--- src/design/dfucr_pkg.sv ---
// Types, codes and helper functions of the DFU class request handler.
package dfucr_pkg;

   // Transfer size of one download or upload block.
   localparam int XFER_SIZE  = 1024;
   localparam int XFER_SHIFT = $clog2(XFER_SIZE);
   localparam logic [10:0] XFER_LEN = 11'(XFER_SIZE);

   // Request codes.
   localparam logic [2:0] MODE_DNLOAD    = 3'd0;
   localparam logic [2:0] MODE_CLRSTATUS = 3'd1;
   localparam logic [2:0] MODE_ABORT     = 3'd2;
   localparam logic [2:0] MODE_UPLOAD    = 3'd3;
   localparam logic [2:0] MODE_GETSTATUS = 3'd4;
   localparam logic [2:0] MODE_GETSTATE  = 3'd5;
   localparam logic [2:0] MODE_STATUSDONE = 3'd6;

   // DFU state numbers.
   localparam logic [3:0] ST_IDLE          = 4'd2;
   localparam logic [3:0] ST_DNLOAD_SYNC   = 4'd3;
   localparam logic [3:0] ST_DNBUSY        = 4'd4;
   localparam logic [3:0] ST_DNLOAD_IDLE   = 4'd5;
   localparam logic [3:0] ST_MANIFEST_SYNC = 4'd6;
   localparam logic [3:0] ST_MANIFEST      = 4'd7;
   localparam logic [3:0] ST_UPLOAD_IDLE   = 4'd9;
   localparam logic [3:0] ST_ERROR         = 4'd10;

   // Download command bytes of block zero.
   localparam logic [7:0] OP_SETADDR = 8'h21;
   localparam logic [7:0] OP_ERASE   = 8'h41;

   // Register reset values.
   localparam logic [31:0] APP_START_RESET = 32'h0800_4000;
   localparam logic [31:0] FLASH_END_RESET = 32'h0808_0000;

   // Register indexes on the configuration port.
   localparam logic REG_APP_START = 1'b0;
   localparam logic REG_FLASH_END = 1'b1;

   typedef struct packed {
      logic [2:0]  mode;
      logic [15:0] block_number;
      logic [10:0] data_length;
      logic [7:0]  command_byte;
      logic [31:0] command_address;
      logic [23:0] poll_time;
   } req_type;

   typedef struct packed {
      logic        accepted;
      logic        stall_res;
      logic        status_code;
      logic [3:0]  state_out;
      logic [23:0] poll_timeout_out;
      logic        erase_request;
      logic        program_request;
      logic        upload_request;
      logic [31:0] flash_address;
      logic [10:0] program_length;
      logic        detach;
   } res_type;

   typedef struct packed {
      logic [3:0]  dev_state;
      logic [15:0] saved_block;
      logic [10:0] saved_length;
      logic [7:0]  saved_command;
      logic [31:0] saved_command_address;
      logic [31:0] base_address;
      logic        error_code;
   } ctx_type;

   localparam ctx_type CTX_RESET = '{
      dev_state:             ST_IDLE,
      saved_block:           16'd0,
      saved_length:          11'd0,
      saved_command:         8'd0,
      saved_command_address: 32'd0,
      base_address:          32'd0,
      error_code:            1'b0
   };

   // Flash address of a block: base plus (block - 2) transfers, wrapped to 32 bits.
   function automatic logic [31:0] block_addr(input logic [31:0] base,
                                              input logic [15:0] blk);
      logic [31:0] offset;
      offset = 32'(blk) - 32'd2;
      return base + (offset << XFER_SHIFT);
   endfunction

endpackage

--- src/design/dfu_class_request_fsm.sv ---
// Top level of the DFU class request handler with its register port.
// Path: an accepted word is held in the input register, then moves to the result register.
// Throughput: one word per cycle; the input register and the result register
// advance together whenever the result register is empty or being taken.
// Reset: synchronous, active high; clears the DFU state to idle, the saved
// fields to zero and the address registers to their defaults.
module dfu_class_request_fsm import dfucr_pkg::*; (
   input  logic        clock,
   input  logic        reset,
   input  logic        req_valid,
   output logic        req_ready,
   input  logic [2:0]  req_mode,
   input  logic [15:0] req_block_number,
   input  logic [10:0] req_data_length,
   input  logic [7:0]  req_command_byte,
   input  logic [31:0] req_command_address,
   input  logic [23:0] req_poll_time,
   output logic        rsp_valid,
   input  logic        rsp_ready,
   output logic        rsp_accepted,
   output logic        rsp_stall_res,
   output logic        rsp_status_code,
   output logic [3:0]  rsp_state_out,
   output logic [23:0] rsp_poll_timeout_out,
   output logic        rsp_erase_request,
   output logic        rsp_program_request,
   output logic        rsp_upload_request,
   output logic [31:0] rsp_flash_address,
   output logic [10:0] rsp_program_length,
   output logic        rsp_detach,
   input  logic        psel,
   input  logic        penable,
   input  logic        pwrite,
   input  logic [2:0]  paddr,
   input  logic [31:0] pwdata,
   output logic [31:0] prdata,
   output logic        pready
);

   logic        in_valid_ff;
   req_type     in_ff;
   req_type     req_in;
   logic        res_valid_ff;
   res_type     res_ff;
   res_type     res_in;
   ctx_type     ctx_ff;
   ctx_type     ctx_in;
   logic [31:0] app_start_ff;
   logic [31:0] flash_end_ff;
   logic        advance;
   logic        csr_write;

   // Gather the request word from its ports.
   assign req_in = '{
      mode:            req_mode,
      block_number:    req_block_number,
      data_length:     req_data_length,
      command_byte:    req_command_byte,
      command_address: req_command_address,
      poll_time:       req_poll_time
   };

   // The held request moves on when the result register is free or drains.
   assign advance   = in_valid_ff && (!res_valid_ff || rsp_ready);
   assign req_ready = !in_valid_ff || advance;

   // Input register.
   always_ff @(posedge clock) begin
      if (reset) begin
         in_valid_ff <= 1'b0;
      end else if (req_ready) begin
         in_valid_ff <= req_valid;
      end
   end

   always_ff @(posedge clock) begin
      if (req_valid && req_ready) begin
         in_ff <= req_in;
      end
   end

   // Decision logic between the input and result registers.
   dfucr_step u_step (
      .req       (in_ff),
      .ctx       (ctx_ff),
      .app_start (app_start_ff),
      .flash_end (flash_end_ff),
      .ctx_nxt   (ctx_in),
      .res       (res_in)
   );

   // DFU state is committed when its request moves to the result register.
   always_ff @(posedge clock) begin
      if (reset) begin
         ctx_ff <= CTX_RESET;
      end else if (advance) begin
         ctx_ff <= ctx_in;
      end
   end

   // Result register.
   always_ff @(posedge clock) begin
      if (reset) begin
         res_valid_ff <= 1'b0;
      end else if (advance) begin
         res_valid_ff <= 1'b1;
      end else if (rsp_ready) begin
         res_valid_ff <= 1'b0;
      end
   end

   always_ff @(posedge clock) begin
      if (advance) begin
         res_ff <= res_in;
      end
   end

   assign rsp_valid            = res_valid_ff;
   assign rsp_accepted         = res_ff.accepted;
   assign rsp_stall_res        = res_ff.stall_res;
   assign rsp_status_code      = res_ff.status_code;
   assign rsp_state_out        = res_ff.state_out;
   assign rsp_poll_timeout_out = res_ff.poll_timeout_out;
   assign rsp_erase_request    = res_ff.erase_request;
   assign rsp_program_request  = res_ff.program_request;
   assign rsp_upload_request   = res_ff.upload_request;
   assign rsp_flash_address    = res_ff.flash_address;
   assign rsp_program_length   = res_ff.program_length;
   assign rsp_detach           = res_ff.detach;

   // Address range registers on the register port.
   assign pready    = 1'b1;
   assign csr_write = psel && penable && pwrite && pready;

   always_ff @(posedge clock) begin
      if (reset) begin
         app_start_ff <= APP_START_RESET;
         flash_end_ff <= FLASH_END_RESET;
      end else if (csr_write) begin
         if (paddr[2] == REG_APP_START) begin
            app_start_ff <= pwdata;
         end else begin
            flash_end_ff <= pwdata;
         end
      end
   end

   assign prdata = (paddr[2] == REG_FLASH_END) ? flash_end_ff : app_start_ff;

endmodule

--- src/design/dfucr_step.sv ---
// Next-state and result logic for one DFU class request.
module dfucr_step import dfucr_pkg::*; (
   input  req_type     req,
   input  ctx_type     ctx,
   input  logic [31:0] app_start,
   input  logic [31:0] flash_end,
   output ctx_type     ctx_nxt,
   output res_type     res
);

   logic [10:0] len;
   logic        in_range;

   // Lengths above one transfer saturate to one transfer.
   assign len = (req.data_length > XFER_LEN) ? XFER_LEN : req.data_length;

   // Set-address target must lie in the application range.
   assign in_range = (req.command_address >= app_start) &&
                     (req.command_address < flash_end);

   // Decode the request against the current state.
   always_comb begin
      ctx_nxt = ctx;
      res = '0;
      res.accepted = 1'b1;
      case (req.mode)
         MODE_DNLOAD: begin
            if (len == 11'd0) begin
               ctx_nxt.dev_state = ST_MANIFEST_SYNC;
            end else begin
               ctx_nxt.saved_block = req.block_number;
               ctx_nxt.saved_length = len;
               ctx_nxt.saved_command = req.command_byte;
               ctx_nxt.saved_command_address = req.command_address;
               ctx_nxt.dev_state = ST_DNLOAD_SYNC;
               if (req.block_number == 16'd0 && req.command_byte == OP_SETADDR) begin
                  if (!in_range) begin
                     ctx_nxt.error_code = 1'b1;
                     ctx_nxt.dev_state = ST_ERROR;
                  end else begin
                     ctx_nxt.base_address = req.command_address;
                  end
               end
            end
         end
         MODE_CLRSTATUS: begin
            if (ctx.dev_state == ST_ERROR) begin
               ctx_nxt.dev_state = ST_IDLE;
            end
         end
         MODE_ABORT: begin
            ctx_nxt.dev_state = ST_IDLE;
         end
         MODE_UPLOAD: begin
            if (ctx.dev_state == ST_IDLE || ctx.dev_state == ST_DNLOAD_IDLE ||
                ctx.dev_state == ST_UPLOAD_IDLE) begin
               ctx_nxt.saved_block = req.block_number;
               ctx_nxt.dev_state = ST_UPLOAD_IDLE;
               if (req.block_number > 16'd1) begin
                  res.upload_request = 1'b1;
                  res.flash_address = block_addr(ctx.base_address, req.block_number);
                  res.program_length = len;
               end
            end else begin
               res.accepted = 1'b0;
               res.stall_res = 1'b1;
            end
         end
         MODE_GETSTATUS: begin
            if (ctx.dev_state == ST_DNLOAD_SYNC) begin
               ctx_nxt.dev_state = ST_DNBUSY;
               res.poll_timeout_out = req.poll_time;
            end else if (ctx.dev_state == ST_MANIFEST_SYNC) begin
               ctx_nxt.dev_state = ST_MANIFEST;
            end else if (ctx.dev_state == ST_ERROR) begin
               res.status_code = ctx.error_code;
            end
         end
         MODE_GETSTATE: begin
         end
         MODE_STATUSDONE: begin
            // Completion of busy issues the saved erase or program.
            if (ctx.dev_state == ST_DNBUSY) begin
               if (ctx.saved_block == 16'd0) begin
                  if (ctx.saved_command == OP_ERASE) begin
                     res.erase_request = 1'b1;
                     res.flash_address = ctx.saved_command_address;
                  end
               end else begin
                  res.program_request = 1'b1;
                  res.flash_address = block_addr(ctx.base_address, ctx.saved_block);
                  res.program_length = ctx.saved_length;
               end
               ctx_nxt.dev_state = ST_DNLOAD_IDLE;
            end else if (ctx.dev_state == ST_MANIFEST) begin
               res.detach = 1'b1;
            end
         end
         default: begin
            res.accepted = 1'b0;
         end
      endcase
      res.state_out = ctx_nxt.dev_state;
   end

endmodule

--- config.mk ---
export PLATFORM = sky130hd
export DESIGN_NAME = dfu_class_request_fsm
export DESIGN_NICKNAME = d
export VERILOG_FILES = /design/src/design/dfucr_pkg.sv /design/src/design/dfu_class_request_fsm.sv /design/src/design/dfucr_step.sv
export SDC_FILE = /design/constraint.sdc
export NUM_CORES = 1
export LEC_CHECK = 0
export BUFFER_PORTS_ARGS = -buffer_cell sky130_fd_sc_hd__buf_2
export CORE_ASPECT_RATIO = 0.8
export CORE_MARGIN = 4
export CORE_UTILIZATION = 53
export CTS_CLUSTER_SIZE = 25
export DETAILED_ROUTE_END_ITERATION = 10
export PLACE_DENSITY = 0.74
export SLEW_MARGIN = 15
export SYNTH_ARGS = -nofsm -noshare
export SYNTH_HDL_FRONTEND = slang
export SYNTH_HIERARCHICAL = 1
export SYNTH_SLANG_ARGS = --single-unit
--- constraint.sdc ---
create_clock -name clock -period 5.7 [get_ports clock]
set_input_delay 0.855 -clock clock [delete_from_list [all_inputs] [get_ports clock]]
set_output_delay 0.855 -clock clock [all_outputs]
set_load 0.01 [all_outputs]
== Word level (Yosys, flattened, before mapping) ==
Index checks and enable logic that the tools add are counted.

* Register bits after elaboration: 342
* Input port bits: 136
* Output and inout port bits: 113
* Word-level logic and storage cells: 121

* Add/sub/neg operators: 4
* Order comparisons: 4
* Equality and inequality tests: 18
* Muxes and demuxes: 30
* Bitwise gates (word level): 6
* Reductions and logical operators: 31

{| class="wikitable"
|+ Operators by type and width
! cell !! count
|-
| $mux 32 || 4
|-
| $mux 100 || 1
|-
| $mux 43 || 2
|-
| $pmux 43 s2 || 1
|-
| $add 32x32->32 || 2
|-
| $mux 44 || 1
|-
| $sub 16x2->17 const B || 2
|-
| $mux 33 || 1
|-
| $ge 32x32->1 || 1
|-
| $logic_not 16->1 || 2
|-
| $lt 32x32->1 || 1
|-
| $pmux 16 s2 || 1
|-
| $mux 4 || 7
|-
| $pmux 4 s6 || 1
|-
| $mux 11 || 2
|-
| $mux 20 || 1
|-
| $eq 4x3->1 const B || 4
|-
| $gt 16x1->1 const B || 1
|-
| $gt 11x11->1 const B || 1
|-
| $logic_not 11->1 || 1
|-
| $reduce_and 2->1 || 5
|-
| $reduce_and 5->1 || 2
|-
| $eq 3x3->1 const B || 3
|-
| $eq 4x2->1 const B || 2
|-
| 21 further kinds || 44
|}

== Longest topological paths before layout ==
Gate-level depths: netlist (run 1).

* Word-level depth: 6
* Depth in mapped cells: 16
* Depth with buffers taken out: 16

== Hierarchy ==
Netlist (run 1), hierarchy kept.

{| class="wikitable"
|+ By module, submodules not included
! module !! times used !! cells an instance !! area an instance (µm²) !! sequential area each (µm²)
|-
| dfu_class_request_fsm || 1 || 953 || 12532.0 || 8568.2
|-
| dfucr_step || 1 || 915 || 6568.8 || 0.0
|}

== Worst setup path after synthesis (run 1) ==
Ideal clock, no wire load.

* Kind: input -> register
* Start: input rsp_ready
* End: register in_ff[0] (netlist bit), enable pin
* Library setup time: 0.578 ns
* Arrival time: 5.460 ns
* Required time: 5.122 ns
* Slack: -0.337 ns
* Stages: 2
* Buffers on the path: 0
* Cell sequence: nor2b_4 -> a21oi_1

* Cells in the longest elaborated chain, start to end: 4

{| class="wikitable"
|+ Ends and longest elaborated chain
! item !! RTL line !! text
|-
| from (decl) || dfu_class_request_fsm.sv:19 || <nowiki>input logic rsp_ready,</nowiki>
|-
| $logic_or 1x1->1 || dfu_class_request_fsm.sv:64 || <nowiki>assign advance = in_valid_ff && (!res_valid_ff || rsp_ready);</nowiki>
|-
| $logic_and 1x1->1 || dfu_class_request_fsm.sv:64 ||
|-
| $logic_or 1x1->1 || dfu_class_request_fsm.sv:65 || <nowiki>assign req_ready = !in_valid_ff || advance;</nowiki>
|-
| $logic_and 1x1->1 || dfu_class_request_fsm.sv:77 || <nowiki>if (req_valid && req_ready) begin</nowiki>
|-
| to (signal assigned) || dfu_class_request_fsm.sv:78 || <nowiki>in_ff <= req_in;</nowiki>
|-
| to (decl) || dfu_class_request_fsm.sv:41 || <nowiki>req_type in_ff;</nowiki>
|}

No other way between the ends.
A chain may end at the register's enable or synchronous reset.

==> results of run 1 <==
cells in the final DEF, fill, tap and decap left out, types with 13 or more instances in the layout:
cell type,n
o221ai_1,13
a22o_1,20
mux2_4,29
clkbuf_16,37
buf_4,18
a21o_1,22
buf_2,244
nor2_1,54
ha_1,107
nand3_1,38
mux2_2,72
nand4_1,19
xor2_1,21
dfxtp_1,170
and2_1,28
a21oi_1,115
o21ai_0,52
edfxtp_1,172
inv_1,105
mux2i_1,108
nor3_1,28
xnor2_1,33
nand2_1,198
nand2b_1,213
per-layer routing:
metal	wire length (um)	vias to the layer above
met3	3010	79
met1	22100	6954
li1	-	7014
met5	0	-
met4	1080	0
met2	22500	466
power groups by stage:
stage | logic [mW] | clock network [mW] | registers (mW)
global route | 0.559 | 2.74 | 2.74
floorplan | 0.338 | 0 | 2.77
CTS | 0.509 | 2.64 | 2.73
global placement | 0.492 | 0 | 2.78
detailed placement | 0.505 | 0 | 2.79
finish | 0.512 | 2.59 | 2.73
through the flow:
step,util,hold slack [ps]
2_1_floorplan,-,443
3_3_place_gp,0.582,453
3_5_place_dp,0.582,462
4_1_cts,0.620,457
5_1_grt,0.620,469
6_report,0.620,466
Yosys cell counts (19+ instances only):
cell type,instances,area share
mux2_4,29,0.023
xor2_1,21,0.0096
nand2b_1,213,0.070
clkbuf_1,52,0.010
ha_1,107,0.070
a22o_1,20,0.0092
a21o_1,22,0.0086
mux2i_1,108,0.057
buf_2,19,0.0050
inv_1,105,0.021
a21oi_1,117,0.031
nor2_1,55,0.011
o21ai_0,52,0.014
mux2_2,72,0.042
nand3_1,38,0.010
nor3_1,28,0.0073
nand2_1,199,0.039
nand4_1,19,0.0062
xnor2_1,33,0.015
dfxtp_1,170,0.18
and2_1,28,0.0092
edfxtp_1,172,0.27
registers in the layout, indices dropped and copies added (netlist names):
signal / flops
rsp_accepted: 1
rsp_upload_request: 1
rsp_state_out: 4
rsp_detach: 1
rsp_program_length: 11
ctx_ff: 104
in_ff: 94
rsp_program_request: 1
rsp_poll_timeout_out: 24
rsp_erase_request: 1
rsp_stall_res: 1
rsp_valid: 1
in_valid_ff: 1
flash_end_ff: 32
rsp_status_code: 1
rsp_flash_address: 32
app_start_ff: 32
worst min-delay path: cells and delay by family (launching register included):
kind	cells	cell delay (ps)
DFF	1	320
and+or+nand+nor	1	50
AOI/OAI and AO/OA	1	50
layout make-up:
type,count,area [um2]
clock buffer,42,975
tap,472,591
clock inverter,26,332
fill,2881,13400
inverter,106,398
timing repair buffer,263,1370
multi-input combinational,1322,9580
sequential,342,8570
logic make-up after synthesis:
| family | count (synthesis) |
|---|---|
| other cells | 1 |
| flops | 342 |
| fa+ha+maj | 109 |
| mux | 211 |
| simple gates | 631 |
| compound gates | 316 |
| xor+xnor | 54 |
| buf+inv | 204 |
path summary, 6_finish.rpt:
path / endpoint / startpoint / depth (start not counted)
min: app_start_ff[18] / app_start_ff[18] / 2
max: rsp_flash_address[30] / in_ff[76] / 14
min reg2reg: app_start_ff[18] / app_start_ff[18] / 2
max reg2reg: rsp_flash_address[30] / in_ff[76] / 14
==> summary.md, run 1 <==
| Metric | Value |
|---|---|
| P_leak | 8.57 nW |
| Core region area | 35200 um2 |
| Pin count of the biggest net entering global routing | 143 |
| Hpwl dp | 34600 um |
| Psw | 1.39 mW |
| Finished Layout Cells | 2573 |
| Largest family of logic cells by synthesized area | simple AND/OR/NAND/NOR gates |
| # port buffers | 245 |
| Relative slew slack | 0.153 |
| Setup bufs post-CTS | 0 |
| RSZ-0062 raised after global routing | false |
| Power Density | 267 nW/um2 |
| FP Rows | 61 |
| CP delay by family, top | simple AND/OR/NAND/NOR gates |
| CTS max path bufs | 3 |
| Final Cell Area | 21800 um2 |
| Mux cell area share after synthesis | 0.123 |
| Maximum VDD drop | 0.195 mV |
| Post-synthesis cell count | 1868 |
| GRT Total Usage | 0.241 |
| Root buf cell | clkbuf_16 |
| Sink Count | 342 |
| Hold Crit Class | register to register |
| Number of synthesized flops with an enable pin | 172 |
| Setup-failing EPs final | 0 |
| Clock Latency Late Sink | 540 ps |
| Hold Vio Cnt, Final | 0 |
| Initial DRT Pass Iterations | 6 |
| CTS HTree Levels | 2 |
| GRT Max-Usage Layer | met2 |
| Grt total ovfl | 0 |
| Sw Ratio | 0.238 |
| N_diodes | 0 |
| Reg power frac | 0.468 |
| Slew @ Worst Pin | 1250 ps |
| Pre-CTS setup slack | 1430 ps |
| CP required | 5960 ps |
| Fin Setup TNS | 0 ps |
| Cell Chain, Critical Path | or4_1 -> nor2_1 -> nand2_1 -> nor3_1 -> xor2_1 -> ha_1 -> and2_1 -> nand2_1 -> a2111oi_0 -> o21ai_1 -> a21oi_1 -> nor3_1 -> mux2i_1 -> o221ai_1 |
| Max cap viols | 0 |
| Final Wtd Congestion | 0.919 |
| Synth Area in Simple Gates | 0.172 |
| Tcrit/Tclk final | 0.764 |
| R2r setup slk | 1340 ps |
| DRC viols | 0 |
| Crit Path Class | register to register |
| Layout net count | 2317 |
| Vias in the first global route | 14200 |
| Post-synth top flop | edfxtp_1 |
| Antenna Violating Nets Remaining | 0 |
| Synthesized area per cell | 10.2 um2 |
| Fin crit period | 4360 ps |
| P_int | 4.45 mW |
| CTS Buf Count | 37 |
| Initial antenna violation count | 1 |
| Adder-cell share of the synthesized area | 0.0722 |
| # hold bufs at CTS | 0 |
| Worst setup SP type | register |
| M1 GR Usage | 0.341 |
| Arr. time, crit path | 4620 ps |
| Global-route wire length before repair | 75600 um |
| Final Skew | 10.9 ps |
| Vias | 14500 |
| Compound-gate portion of the synthesized area | 0.108 |
| Ys Warns | 6 |
| Final Power | 5.83 mW |
| DR iter-0 viols | 1226 |
| Synth cell types | 82 |
| Ports | 249 |
| CTS tree | yes |
| WL per Instance | 18.9 um |
| Post-synthesis register bit count | 342 |
| Die area | 39200 um2 |
| Syn nets | 2113 |
| Fin. max-slew vios | 0 |
| Synthesis-to-finish area growth | 14.2% |
| Comb power frac | 0.088 |
| Post-cts repair resize count | 0 |
| Setup WS post-layout | 1340 ps |
| XOR/XNOR Fraction of Synth Area | 0.0248 |
| Worst path max stage delay | 620 ps |
| Clock Pin Slew Worst Setup and Hold Paths | 60 ps |
| Vert. Die Dim | 178 um |
| Met2 usage | 0.391 |
| Clock power frac | 0.444 |
| DRT Wirelength | 48700 um |
| Placed cell areas | 20500 um2 |
| Register area share after synthesis | 0.449 |
| CP max-delay cell | or4_1 |
| Chip Width | 220 um |
| FMAX | 230 MHz |
| Starting Density | 0.543 |
| Status | completed |
| Placed instance count | 2505 |
| Share of cells above drive strength 1 | 0.211 |
| Synthesized cell area | 19100 um2 |
| GR Layer Usage met3 | 0.0356 |
| CP Max Fanout | 5 |
| Share of synthesized flip-flops with an asynchronous set or reset | 0 |
| Setup crit end kind | register |
| Via density | 5.64 |
| Buf/Inv on CP | 0 |
Power figures use the tool's default switching activity.
==> run 2: changes to the inputs <==
CORE_UTILIZATION = 55   (was 53)
PLACE_DENSITY = 0.73   (was 0.74)
clock period = 4.3 ns   (was 5.7 ns; I/O delays follow)
==> summary.md, run 2 (synthesized netlist as in run 1, its figures left out) <==
| Metric | Value |
|---|---|
| Status | completed (unchanged) |
| Hpwl dp | 34100 um (was 34600 um) |
| Vias | 14400 (was 14500) |
| Crit Path Class | register to register (unchanged) |
| GRT Total Usage | 0.248 (was 0.241) |
| Initial antenna violation count | 2 (was 1) |
| Placed instance count | 2507 (was 2505) |
| RR Endpoint | rsp_flash_address[30] (unchanged) |
| Final hold slack | 283 ps (was 466 ps) |
| Sw Ratio | 0.236 (was 0.238) |
| Chip Width | 216 um (was 220 um) |
| GR Layer Usage met3 | 0.0438 (was 0.0356) |
| Antenna Violating Nets Remaining | 0 (unchanged) |
| Slew @ Worst Pin | 1070 ps (was 1250 ps) |
| CP startpoint | in_ff[77] (was in_ff[76]) |
| Vert. Die Dim | 175 um (was 178 um) |
| Global-route wire length before repair | 76000 um (was 75600 um) |
| Reg power frac | 0.485 (was 0.468) |
| DR iter-0 viols | 1175 (was 1226) |
| Tcrit/Tclk final | 0.945 (was 0.764) |
| GRT Max-Usage Layer | met2 (unchanged) |
| WL per Instance | 18.7 um (was 18.9 um) |
| Clock Pin Slew Worst Setup and Hold Paths | 70 ps (was 60 ps) |
| Comb power frac | 0.092 (was 0.088) |
| N_diodes | 0 (unchanged) |
| Final Power | 7.46 mW (was 5.83 mW) |
| Core region area | 33900 um2 (was 35200 um2) |
| FMAX | 246 MHz (was 230 MHz) |
| DRT Wirelength | 48200 um (was 48700 um) |
| Cell Chain, Critical Path | or4_1 -> nor2_1 -> nand2_1 -> nor3_1 -> xor2_1 -> ha_1 -> and2_1 -> nand2_1 -> a2111oi_1 -> o21ai_1 -> a21oi_1 -> nor3_1 -> mux2i_1 -> o221ai_1 (was or4_1 -> nor2_1 -> nand2_1 -> nor3_1 -> xor2_1 -> ha_1 -> and2_1 -> nand2_1 -> a2111oi_0 -> o21ai_1 -> a21oi_1 -> nor3_1 -> mux2i_1 -> o221ai_1) |
| Worst setup SP type | register (unchanged) |
| Commonest non-fill, non-tap cells in the layout | buf_2, nand2b_1, nand2_1 (unchanged) |
| # hold bufs at CTS | 0 (unchanged) |
| Via density | 5.61 (was 5.64) |
| Power Density | 342 nW/um2 (was 267 nW/um2) |
| Vias in the first global route | 14300 (was 14200) |
| DRC viols | 0 (unchanged) |
| Synthesis-to-finish area growth | 14.2% (about the same) |
| Final Wtd Congestion | 0.918 (was 0.919) |
| M1 GR Usage | 0.341 (about the same) |
| Fin. max-slew vios | 0 (unchanged) |
| Hold Crit Class | input pin to register (was register to register) |
| Maximum VDD drop | 0.252 mV (was 0.195 mV) |
| Fin Setup TNS | 0 ps (unchanged) |
| Setup bufs post-CTS | 0 (unchanged) |
| RSZ-0062 raised after global routing | false (unchanged) |
| Root buf cell | clkbuf_16 (unchanged) |
| CP required | 4570 ps (was 5960 ps) |
| CP max-delay cell | or4_1 (unchanged) |
| CP Max Fanout | 5 (unchanged) |
| Initial DRT Pass Iterations | 6 (unchanged) |
| Setup-failing EPs final | 0 (unchanged) |
| Arr. time, crit path | 4330 ps (was 4620 ps) |
| Setup crit end kind | register (unchanged) |
| Grt total ovfl | 0 (unchanged) |
| Largest regs | ctx_ff x104, in_ff x94 (unchanged) |
| P_leak | 8.59 nW (was 8.57 nW) |
| Clock Latency Late Sink | 540 ps (about the same) |
| Clock power frac | 0.424 (was 0.444) |
| Layout net count | 2325 (was 2317) |
| R2R depth | 14 (unchanged) |
| Finished Layout Cells | 2573 (unchanged) |
| Worst path max stage delay | 620 ps (about the same) |
| Relative slew slack | 0.278 (was 0.153) |
| CTS Buf Count | 36 (was 37) |
| Share of cells above drive strength 1 | 0.210 (was 0.211) |
| FP Rows | 60 (was 61) |
| Reg-to-reg startpoint | in_ff[77] (was in_ff[76]) |
| Commonest non-fill, non-tap cell in the layout | buf_2 (unchanged) |
| R2r setup slk | 240 ps (was 1340 ps) |
| Sink Count | 342 (unchanged) |
| CTS HTree Levels | 2 (unchanged) |
| CTS max path bufs | 3 (unchanged) |
| Ports | 249 (unchanged) |
| Largest register by flop count | ctx_ff (unchanged) |
| Hold Vio Cnt, Final | 0 (unchanged) |
| Largest register FFs | 104 (unchanged) |
| Starting Density | 0.563 (was 0.543) |
| P_int | 5.70 mW (was 4.45 mW) |
| Met2 usage | 0.404 (was 0.391) |
| Max cap viols | 0 (unchanged) |
| Crit path capture | rsp_flash_address[30] (unchanged) |
| Fin crit period | 4060 ps (was 4360 ps) |
| CTS tree | yes (unchanged) |
| Final Skew | 16.8 ps (was 10.9 ps) |
| Die area | 37800 um2 (was 39200 um2) |
| Psw | 1.76 mW (was 1.39 mW) |
| Pin count of the biggest net entering global routing | 160 (was 143) |
| # port buffers | 245 (unchanged) |
-- run 2: changes by cell type in the layout (fill, tap and decap cells not counted), moves of 4 or more --
cell	before	now
clkinv_1	6	2
buf_4	18	22
buf_12	0	5
bufinv_16	7	3
clkbuf_1	2	14
-- run 2: area by class of cell --
type | count | area, um2
clock buffer | 55 | 1040
fill | 2812 | 12100
inverter | 106 | 398
timing repair buffer | 272 | 1500
clock inverter | 11 | 145
tap | 465 | 582
sequential | 342 | 8570
multi-input combinational | 1322 | 9580
-- run 2: worst max-delay path: cells and delay by family (launching register included) --
| kind | cells | cell delay, ps |
|---|---|---|
| AO/OA/AOI/OAI | 4 | 1130 |
| XOR/XNOR | 1 | 110 |
| adder cells (fa/ha/maj) | 1 | 370 |
| flip-flops | 1 | 430 |
| multiplexers | 1 | 160 |
| AND/OR/NAND/NOR | 7 | 1600 |
-- run 2: how the worst min path moves through the flow --
stage               slack (ps)               end  cells past startpoint                    start
finish                     280         in_ff[47]                      1  req_command_address[23]
global route               260         in_ff[48]                      1  req_command_address[24]
CTS                        250         in_ff[52]                      1  req_command_address[28]
detailed placement         460   flash_end_ff[0]                      2          flash_end_ff[0]
global placement           460  app_start_ff[24]                      2         app_start_ff[24]
floorplan                  440   flash_end_ff[0]                      2          flash_end_ff[0]
-- run 2: metal layers --
layer  wire, um  up-vias
met5         21        -
met2      22000      457
met4       1280        4
li1           -     7026
met1      21900     6879
met3       2980       78
-- run 2: repair_timing --
| item | CTS | global route |
|---|---|---|
| endpoints found under the hold margin | 0 | 0 |
| gates resized for setup | 0 | 3 |
| endpoints found under the setup margin | 0 | 3 |
-- run 2: power by group through the flow --
| stage | combinational, mW | clock (mW) | sequential (mW) |
|---|---|---|---|
| after floorplan | 0.448 | 0 | 3.67 |
| after global placement | 0.663 | 0 | 3.68 |
| after detailed placement | 0.678 | 0 | 3.69 |
| after CTS | 0.682 | 3.23 | 3.62 |
| after global routing | 0.751 | 3.38 | 3.63 |
| final | 0.683 | 3.16 | 3.62 |
-- run 2: stage by stage --
stage	cell area, um2	util	setup WS [ps]
2_1_floorplan	19100	-	601
5_1_grt	21800	0.643	1.47
3_3_place_gp	20600	0.608	232
4_1_cts	21800	0.643	227
3_5_place_dp	20600	0.608	277
6_report	21800	0.643	237
==> run 3: changes to the inputs <==
ABC_CLOCK_PERIOD_IN_PS = 4300   (was default)
MAX_ROUTING_LAYER = met4   (was default)
==> summary.md, run 3 (synthesized netlist as in run 1, its figures left out) <==
| Metric | Value |
|---|---|
| Hpwl dp | 34200 um (was 34100 um) |
| Vias in the first global route | 14100 (was 14300) |
| WL per Instance | 18.6 um (was 18.7 um) |
| Fin. max-slew vios | 0 (unchanged) |
| Initial antenna violation count | 2 (unchanged) |
| Share of cells above drive strength 1 | 0.213 (was 0.210) |
| Slew @ Worst Pin | 1210 ps (was 1070 ps) |
| RSZ-0062 raised after global routing | false (unchanged) |
| CTS Buf Count | 36 (unchanged) |
| Die area | 37800 um2 (unchanged) |
| Chip Width | 216 um (unchanged) |
| DRC viols | 0 (unchanged) |
| Vias | 14300 (was 14400) |
| Clock Pin Slew Worst Setup and Hold Paths | 60 ps (was 70 ps) |
| Root buf cell | clkbuf_16 (unchanged) |
| Layout net count | 2326 (was 2325) |
| CP Max Fanout | 6 (was 5) |
| CP required | 4530 ps (was 4570 ps) |
| Final Skew | 8.62 ps (was 16.8 ps) |
| Setup-failing EPs final | 0 (unchanged) |
| # port buffers | 245 (unchanged) |
| DR iter-0 viols | 1057 (was 1175) |
| DRT Wirelength | 47900 um (was 48200 um) |
| GRT Total Usage | 0.253 (was 0.248) |
| GRT Max-Usage Layer | met2 (unchanged) |
| Tcrit/Tclk final | 0.923 (was 0.945) |
| Hold Vio Cnt, Final | 0 (unchanged) |
| Commonest non-fill, non-tap cell in the layout | buf_2 (unchanged) |
| Met2 usage | 0.400 (was 0.404) |
| Pre-CTS setup slack | 334 ps (was 277 ps) |
| Relative slew slack | 0.185 (was 0.278) |
| CTS tree | yes (unchanged) |
| GR Layer Usage met3 | 0.0396 (was 0.0438) |
| Largest regs | ctx_ff x104, in_ff x94 (unchanged) |
| Setup WS post-layout | 330 ps (was 237 ps) |
| CTS HTree Levels | 2 (unchanged) |
| Largest register by flop count | ctx_ff (unchanged) |
| CTS max path bufs | 3 (unchanged) |
| Clock Latency Late Sink | 530 ps (was 540 ps) |
| Largest register FFs | 104 (unchanged) |
| Power Density | 339 nW/um2 (was 342 nW/um2) |
| Via density | 5.57 (was 5.61) |
| Hold Crit Class | input pin to register (unchanged) |
| Final Wtd Congestion | 0.891 (was 0.918) |
| Grt total ovfl | 0 (unchanged) |
| Crit Path Class | register to register (unchanged) |
| Vert. Die Dim | 175 um (unchanged) |
| Initial DRT Pass Iterations | 5 (was 6) |
| Pin count of the biggest net entering global routing | 152 (was 160) |
| Commonest non-fill, non-tap cells in the layout | buf_2, nand2b_1, nand2_1 (unchanged) |
| FP Rows | 60 (unchanged) |
| Arr. time, crit path | 4200 ps (was 4330 ps) |
| Global-route wire length before repair | 75400 um (was 76000 um) |
| Core region area | 33900 um2 (unchanged) |
| Worst setup SP type | register (unchanged) |
| Ports | 249 (unchanged) |
| Fin Setup TNS | 0 ps (unchanged) |
| M1 GR Usage | 0.341 (about the same) |
| Final Power | 7.41 mW (was 7.46 mW) |
| FMAX | 252 MHz (was 246 MHz) |
| Max cap viols | 0 (unchanged) |
| Setup crit end kind | register (unchanged) |
| Synthesis-to-finish area growth | 14.4% (was 14.2%) |
| Fin crit period | 3970 ps (was 4060 ps) |
| Sink Count | 342 (unchanged) |
| Setup bufs post-CTS | 0 (unchanged) |
| Starting Density | 0.563 (unchanged) |
| P_leak | 8.60 nW (was 8.59 nW) |
| Antenna Violating Nets Remaining | 0 (unchanged) |
| Maximum VDD drop | 0.261 mV (was 0.252 mV) |
| Status | completed (unchanged) |
==> run 3: power breakdown <==
group	switching (mW)	total [mW]	leakage (nW)	internal, mW
Sequential	0.0800	3.62	3.03	3.54
Combinational	0.388	0.683	4.99	0.295
Clock	1.30	3.11	0.577	1.81
Total	1.77	7.41	8.60	5.64
==> run 3: layer usage <==
layer	part of all wire	vias to the layer above	wire, um
li1	-	7042	-
met1	0.46	6799	21900
met2	0.46	419	22000
met3	0.059	77	2820
met4	0.025	0	1220
met5	0	-	0
==> run 3: per-stage QoR <==
step / cells / hold slack (ps) / util / area (um2)
after floorplan: 1868 / 443 / - / 19100
final: 2576 / 289 / 0.644 / 21900
after global routing: 2576 / 273 / 0.644 / 21900
after detailed placement: 2508 / 462 / 0.608 / 20600
after global placement: 2508 / 456 / 0.608 / 20600
after CTS: 2574 / 268 / 0.643 / 21800
==> run 3: final cells by class <==
cell class / instances / area (um2)
Fill cell: 2769 / 12100
Multi-Input combinational cell: 1322 / 9590
Clock buffer: 46 / 1020
Timing Repair Buffer: 273 / 1520
Inverter: 106 / 398
Tap cell: 465 / 582
Clock inverter: 20 / 168
Antenna cell: 2 / 5.00
Sequential cell: 342 / 8570
==> run 3: timing repair <==
| item | in CTS | in global routing |
|---|---|---|
| hold buffers | 0 | 0 |
| endpoints found under the hold margin | 0 | 0 |
| endpoints found under the setup margin | 0 | 2 |
| resized for setup | 0 | 4 |
==> run 3: critical path, cell delays in order (launching register included) <==
cell	delay, ps
edfxtp_1	480
or4_1	590
nor2_1	220
nand2_1	130
buf_4	190
xnor2_1	120
ha_1	360
a21o_1	220
a211o_1	310
a31oi_1	190
nor2_1	130
a311o_1	400
xnor2_1	150
o221ai_1	180
==> run 3: worst paths after layout <==
| kind | from | end | slack, ps | cells past startpoint |
|---|---|---|---|---|
| worst min register to register | flash_end_ff[1] | flash_end_ff[1] | 470 | 2 |
| worst max-delay path | in_ff[76] | rsp_flash_address[25] | 330 | 13 |
| worst min-delay path | req_command_address[26] | in_ff[50] | 290 | 1 |
| worst max register to register | in_ff[76] | rsp_flash_address[25] | 330 | 13 |
